`config.mk`:
```
export PLATFORM = sky130hd
export DESIGN_NAME = rv32ie_mul
export DESIGN_NICKNAME = d
export VERILOG_FILES = /design/src/sv/rv32ie_pkg.sv /design/src/sv/rv32ie_mul.sv
export SDC_FILE = /design/constraint.sdc
export NUM_CORES = 2
export LEC_CHECK = 0
export BUFFER_PORTS_ARGS = -buffer_cell sky130_fd_sc_hd__buf_2
export CORE_ASPECT_RATIO = 0.7
export CORE_UTILIZATION = 45
export CTS_CLUSTER_DIAMETER = 80
export DETAILED_ROUTE_END_ITERATION = 10
export PLACE_DENSITY_LB_ADDON = 0.12
export SYNTH_ARGS = -nofsm -noshare
export SYNTH_HDL_FRONTEND = slang
export SYNTH_SLANG_ARGS = --single-unit
```
`constraint.sdc`:
```
create_clock -name aclk -period 6.1 [get_ports aclk]
set_input_delay 0.61 -clock aclk [delete_from_list [all_inputs] [get_ports aclk]]
set_output_delay 0.61 -clock aclk [all_outputs]
set_load 0.01 [all_outputs]
```
`src/sv/rv32ie_pkg.sv`:
```
// Shared types, opcode codes and pipeline constants for the RV32IM execute unit.
// Used by every module of the block; depends on nothing else.
package rv32ie_pkg;

    localparam int XLEN      = 32;
    localparam int EX_STAGES = 32;  // divider steps, one quotient bit per stage
    localparam int MUL_STAGES = 3;  // partial products, sum, sign correction

    // Dense opcode codes.
    localparam logic [5:0] OP_ADD    = 6'd0;
    localparam logic [5:0] OP_SUB    = 6'd1;
    localparam logic [5:0] OP_XOR    = 6'd2;
    localparam logic [5:0] OP_OR     = 6'd3;
    localparam logic [5:0] OP_AND    = 6'd4;
    localparam logic [5:0] OP_SLL    = 6'd5;
    localparam logic [5:0] OP_SLT    = 6'd6;
    localparam logic [5:0] OP_SLTU   = 6'd7;
    localparam logic [5:0] OP_SRL    = 6'd8;
    localparam logic [5:0] OP_SRA    = 6'd9;
    localparam logic [5:0] OP_ADDI   = 6'd10;
    localparam logic [5:0] OP_XORI   = 6'd11;
    localparam logic [5:0] OP_ORI    = 6'd12;
    localparam logic [5:0] OP_ANDI   = 6'd13;
    localparam logic [5:0] OP_SLLI   = 6'd14;
    localparam logic [5:0] OP_SRLI   = 6'd15;
    localparam logic [5:0] OP_SRAI   = 6'd16;
    localparam logic [5:0] OP_SLTI   = 6'd17;
    localparam logic [5:0] OP_SLTIU  = 6'd18;
    localparam logic [5:0] OP_BEQ    = 6'd19;
    localparam logic [5:0] OP_BNE    = 6'd20;
    localparam logic [5:0] OP_BLT    = 6'd21;
    localparam logic [5:0] OP_BGE    = 6'd22;
    localparam logic [5:0] OP_BLTU   = 6'd23;
    localparam logic [5:0] OP_BGEU   = 6'd24;
    localparam logic [5:0] OP_JAL    = 6'd25;
    localparam logic [5:0] OP_JALR   = 6'd26;
    localparam logic [5:0] OP_LUI    = 6'd27;
    localparam logic [5:0] OP_AUIPC  = 6'd28;
    localparam logic [5:0] OP_MUL    = 6'd29;
    localparam logic [5:0] OP_MULH   = 6'd30;
    localparam logic [5:0] OP_MULHSU = 6'd31;
    localparam logic [5:0] OP_MULHU  = 6'd32;
    localparam logic [5:0] OP_DIV    = 6'd33;
    localparam logic [5:0] OP_DIVU   = 6'd34;
    localparam logic [5:0] OP_REM    = 6'd35;
    localparam logic [5:0] OP_REMU   = 6'd36;

    // Which unit supplies the destination value.
    typedef enum logic [1:0] {
        SEL_ALU,
        SEL_MUL,
        SEL_DIV
    } res_sel_t;

    // Everything that travels beside the multiplier and divider.
    typedef struct packed {
        logic [XLEN-1:0] alu_res;
        logic            writes;
        logic            taken;
        logic [XLEN-1:0] target;
        logic [4:0]      rd;
        res_sel_t        sel;
    } side_t;

    typedef struct packed {
        logic hi;
        logic a_sgn;
        logic b_sgn;
    } mul_ctl_t;

    typedef struct packed {
        logic sgn;
        logic is_rem;
    } div_ctl_t;

endpackage

```
`src/sv/rv32ie_mul.sv`:
```
// Pipelined 32x32 multiplier with high-word sign correction, padded to the
// execute pipeline depth. Depends on rv32ie_pkg.
module rv32ie_mul (
    input  logic                       aclk,
    input  logic                       en,
    input  logic [31:0]                a,
    input  logic [31:0]                b,
    input  rv32ie_pkg::mul_ctl_t       ctl,
    output logic [31:0]                result
);
    import rv32ie_pkg::*;

    localparam int PAD = EX_STAGES - MUL_STAGES;

    logic [47:0] pp_lo_reg, pp_hi_reg;
    logic [31:0] a1_reg, b1_reg, a2_reg, b2_reg;
    mul_ctl_t    ctl1_reg, ctl2_reg;
    logic [63:0] prod_reg;
    logic [31:0] res_reg;
    logic [31:0] pad_reg [0:PAD-1];
    logic [31:0] corr_a, corr_b;

    // Stage one: two 32x16 partial products.
    always_ff @(posedge aclk) begin
        if (en) begin
            pp_lo_reg <= 48'(a) * 48'(b[15:0]);
            pp_hi_reg <= 48'(a) * 48'(b[31:16]);
            a1_reg    <= a;
            b1_reg    <= b;
            ctl1_reg  <= ctl;
        end
    end

    // Stage two: sum of the partial products.
    always_ff @(posedge aclk) begin
        if (en) begin
            prod_reg <= {16'b0, pp_lo_reg} + {pp_hi_reg, 16'b0};
            a2_reg   <= a1_reg;
            b2_reg   <= b1_reg;
            ctl2_reg <= ctl1_reg;
        end
    end

    // Stage three: signed high words subtract the other operand per negative sign.
    assign corr_a = (ctl2_reg.a_sgn && a2_reg[31]) ? b2_reg : '0;
    assign corr_b = (ctl2_reg.b_sgn && b2_reg[31]) ? a2_reg : '0;

    always_ff @(posedge aclk) begin
        if (en) begin
            res_reg <= ctl2_reg.hi ? (prod_reg[63:32] - corr_a - corr_b) : prod_reg[31:0];
        end
    end

    // Delay line that matches the divider latency.
    always_ff @(posedge aclk) begin
        if (en) begin
            pad_reg[0] <= res_reg;
            for (int i = 1; i < PAD; i++) begin
                pad_reg[i] <= pad_reg[i-1];
            end
        end
    end

    assign result = pad_reg[PAD-1];

endmodule

```
# Word-level counts from Yosys, hierarchy flattened
# Memory sizes are Yosys's and may differ from the RTL's.
# Index checks and enable logic that the tools add are counted.
# totals
regBits	326
elab_cells	27
input_bits	69
output_inout_bits	32
ram_bits	928
n_memories	1
# memory_table
memory	depth	word_bits	read_ports	rd_clocked_by_memory_dff	wr	line	source
pad_reg	29	32	29	0	29	rv32ie_mul.sv:20	logic [31:0] pad_reg [0:PAD-1];
# op_classes
reduce_logical	2
addsub	3
mux	5
multipliers	2
# op_table
cell	count
32-bit by 16-bit multiplier with 48-bit output	2
32-bit 2-to-1 mux	3
48-bit by 64-bit adder with 64-bit output	1
32-bit subtractor	2
1-bit logical AND	2
1-bit 2-to-1 mux	2

# Depth between registers and ports, before layout
# logic_depth
word_depth	5
ltp_mapped	25
mapped_depth_nobuf	23

# Least setup slack after synthesis
# Ideal clock, no wire load.
# synth_path
kind	input to register
from	input port b[7]
to	register pp_lo_reg[41], data pin
setup_slack_ps	-285
n_path_buf	1
stages	23
t_required_ps	5837
t_arrival_ps	6121
setup_ps	263
path_cell_list	clkbuf_1 nand2_1 fa_1 inv_1 fa_1 inv_1 fa_1 inv_1 fa_1 fa_1 inv_1 fa_1 inv_1 ha_1 and2_1 nand2_1 a2111o_1 nand3_1 a31oi_1 o31ai_1 a31o_2 a41oi_1 xnor2_1
# synth_via
elab_chain_len	1
# synth_lines
element	line	source
from (decl)	rv32ie_mul.sv:7	input logic [31:0] b,
32-bit by 16-bit multiplier with 48-bit output	rv32ie_mul.sv:26	pp_lo_reg <= 48'(a) * 48'(b[15:0]);
to (signal assigned)	rv32ie_mul.sv:26	
to (decl)	rv32ie_mul.sv:15	logic [47:0] pp_lo_reg, pp_hi_reg;
# No other way between the ends.
# A chain may end at the register's enable or synchronous reset.

# Final worst setup path
# layout_path
from	input port b[20]
to	register pp_hi_reg[45], data pin
# layout_via
elab_chain_len	1
# layout_lines
element	line	source
32-bit by 16-bit multiplier with 48-bit output	rv32ie_mul.sv:27	pp_hi_reg <= 48'(a) * 48'(b[31:16]);
to (signal assigned)	rv32ie_mul.sv:27	
to (decl)	rv32ie_mul.sv:15	
# No other way between the ends.

==> metrics.txt <==
fin crit share=0.988; vias post-DR=42500; Synth Area in Compound Gates=0.0416; Critical Path RT=6600 ps; clk buf depth=3; Max Slew Vio Count=0; gr usage total=0.206; placed cell count=8260; clk slew on worst S/H paths=60 ps; clock latency on the worst-skew pair=750 ps; post-route minimum period=6030 ps; sequential area share after synthesis=0.502; syn_nets=6927; Synth Area in Simple Gates=0.0919; Crit-path slowest cell=fa_1; first-pass GRT wire length=260000 um; Synth async-reset ratio=0; Yosys cell types=76; mean area per synthesized cell=13.2 sq um; WL/cell=19.9 um; commonest non-fill, non-tap cells in the layout=edfxtp_1, inv_1, fa_1; Placement Cell Area=82000 sq um; Layout Utilization=0.527; CP startpoint kind=input pin; Worst Path Buf+Inv=8; fraction of layout cells with a size suffix above 1=0.144; commonest non-fill, non-tap cell in the layout=edfxtp_1; HP Class=in -> reg; vias in the first global route=44100; total CTS buffers=131; r2r startpoint=ctl2_reg[0]; Synth Area in XOR/XNOR=0.0192; Setup crit start=b[20]; final setup fails=0; H-tree levels=4; GPL Wtd Cong=0.896; die area=168000 sq um; crit path DAT=6520 ps; # clock sinks=1254; CP Depth=25; RR Endpoint=res_reg[24]; Routed Antenna Nets=0; Pre-antenna DRT Iters=5; Slew HR=0.361; design area=86500 sq um; Post-Synthesis Cells=5685; worst setup path end=pp_hi_reg[45]; io pins=101; fill count=14000; crit-path max cell delay=550 ps; Yosys warning count=0; Non-Filler Instances=8499; Congestion Overflow GR=0; number of flops mapped to enable cells by yosys=1254; # port buffers=100; Max Fclk=0.166 GHz; post-synthesis mux area share=0.00387; r2r setup slk=1350 ps; most common flop cell mapped by yosys=edfxtp_1; Worst Tran Pin Value=959 ps; WL final=169000 um; WHS Path Cells=1; Post-DP HPWL=129000 um; Clock Skews=41.7 ps; max_cap viols=0; status=complete, no violations; initial antenna violation count=22; CTS tree=yes; 1st-iter DRT viols=3122; Hold Vio Cnt, Final=0; RSZ-0062 raised after global routing=true; synthesized area=74900 sq um; R2R depth=15; area grow syn2layout=15.5%; clock root buffer=clkbuf_16; CP most frequent cell=fa_1; Top delay family on crit path=adder cells; Starting Density=0.456; kind of critical path=in -> reg; largest family of logic cells by synthesized area=adder cells; area of the multi-input gates=33300 sq um; CORE AREA=164000 sq um; die height=343 um; DRC viols=0; Final #Nets=7433; max reg flops=928; CP Capture Type=flop; via-per-instance ratio=5.00; Register Area=37700 sq um; Core Rows=124; largest net degree at the start of global routing=176; flops & latches, synth=1254; Post-Synth Adder-Cell Area=0.283; die width=490 um; Worst Path Max Fanout=27
area by class of cell:
class / instances / area share
sequential: 1254 / 0.435
antenna: 7 / 0.000202
tap: 2205 / 0.0319
inverter: 913 / 0.0396
clock buffer: 159 / 0.0396
multi-input combinational: 3270 / 0.385
clock inverter: 70 / 0.00930
timing repair buffer: 621 / 0.0591
cell usage after synthesis (15+ instances only):
master | n | area share
edfxtp_1 | 1254 | 0.50
nand2_1 | 738 | 0.037
a31oi_1 | 17 | 0.0014
o21bai_1 | 15 | 0.0015
o21ai_0 | 52 | 0.0035
inv_1 | 913 | 0.046
nand3_1 | 38 | 0.0025
o21ai_1 | 32 | 0.0021
and3_1 | 25 | 0.0021
mux2_2 | 24 | 0.0036
nor2_1 | 74 | 0.0037
and2_1 | 457 | 0.038
xor2_1 | 68 | 0.0079
xnor2_1 | 96 | 0.011
ha_1 | 305 | 0.051
clkbuf_1 | 238 | 0.012
a21oi_1 | 152 | 0.010
nand4_1 | 28 | 0.0023
a21o_1 | 93 | 0.0093
fa_1 | 868 | 0.23
nor3_1 | 18 | 0.0012
how the worst min path moves through the flow:
| stage | start | to |
|---|---|---|
| after detailed placement | b1_reg[31] | b2_reg[31] |
| after global routing | ctl[0] | ctl1_reg[0] |
| after CTS | ctl[0] | ctl1_reg[0] |
| final | ctl[0] | ctl1_reg[0] |
| after global placement | pad_reg[4][114] | pad_reg[5][18] |
| after floorplan | a1_reg[0] | a2_reg[0] |
worst register-to-register path, cell delays in order (launching register included):
cell and delay [ps]:
edfxtp_1 420, and2_1 170, nand2_1 70, fa_1 530, inv_1 50, ha_1 180
or2_2 310, fa_1 460, a21oi_1 270, o211ai_1 240, a31oi_1 380, a311oi_1 290
a221o_1 360, a21oi_1 240, xnor2_1 210, mux2_2 330
through the flow:
stage | setup WS (ps) | hold WS (ps) | setup TNS, ps
3_5_place_dp | -1050 | 405 | -40590
5_1_grt | -54.5 | 34.6 | -118
4_1_cts | 6.85 | 30.0 | 0
6_report | 72.7 | 86.0 | 0
2_1_floorplan | -124 | 400 | -211
3_3_place_gp | -997 | 400 | -38640
timing repair:
item,CTS,global route
hold endpoints to repair,2,0
pin swaps,0,9
setup buffers,0,1
hold buffers,2,0
gates resized for setup,12,63
endpoints found under the setup margin,15,29
layer usage:
metal	routed length, um	GRT usage	vias to the layer above	part of all wire
met2	71000	0.295	1081	0.42
met4	4340	0.0621	12	0.026
met3	11600	0.0474	227	0.069
met5	95	0	-	0.00056
li1	-	-	19500	-
met1	82000	0.310	21700	0.49
cells by family after synthesis:
kind of cell | Yosys count
AOI/OAI and AO/OA | 475
xor gates and xnor gates | 164
adders and majority gates | 1173
buffers and inverters | 1161
DFF | 1254
muxes | 26
and+or+nand+nor | 1432
Power is left out: the tool's default activity adds up to more than one toggle a clock period on the data nets, which glitch-free logic cannot reach.
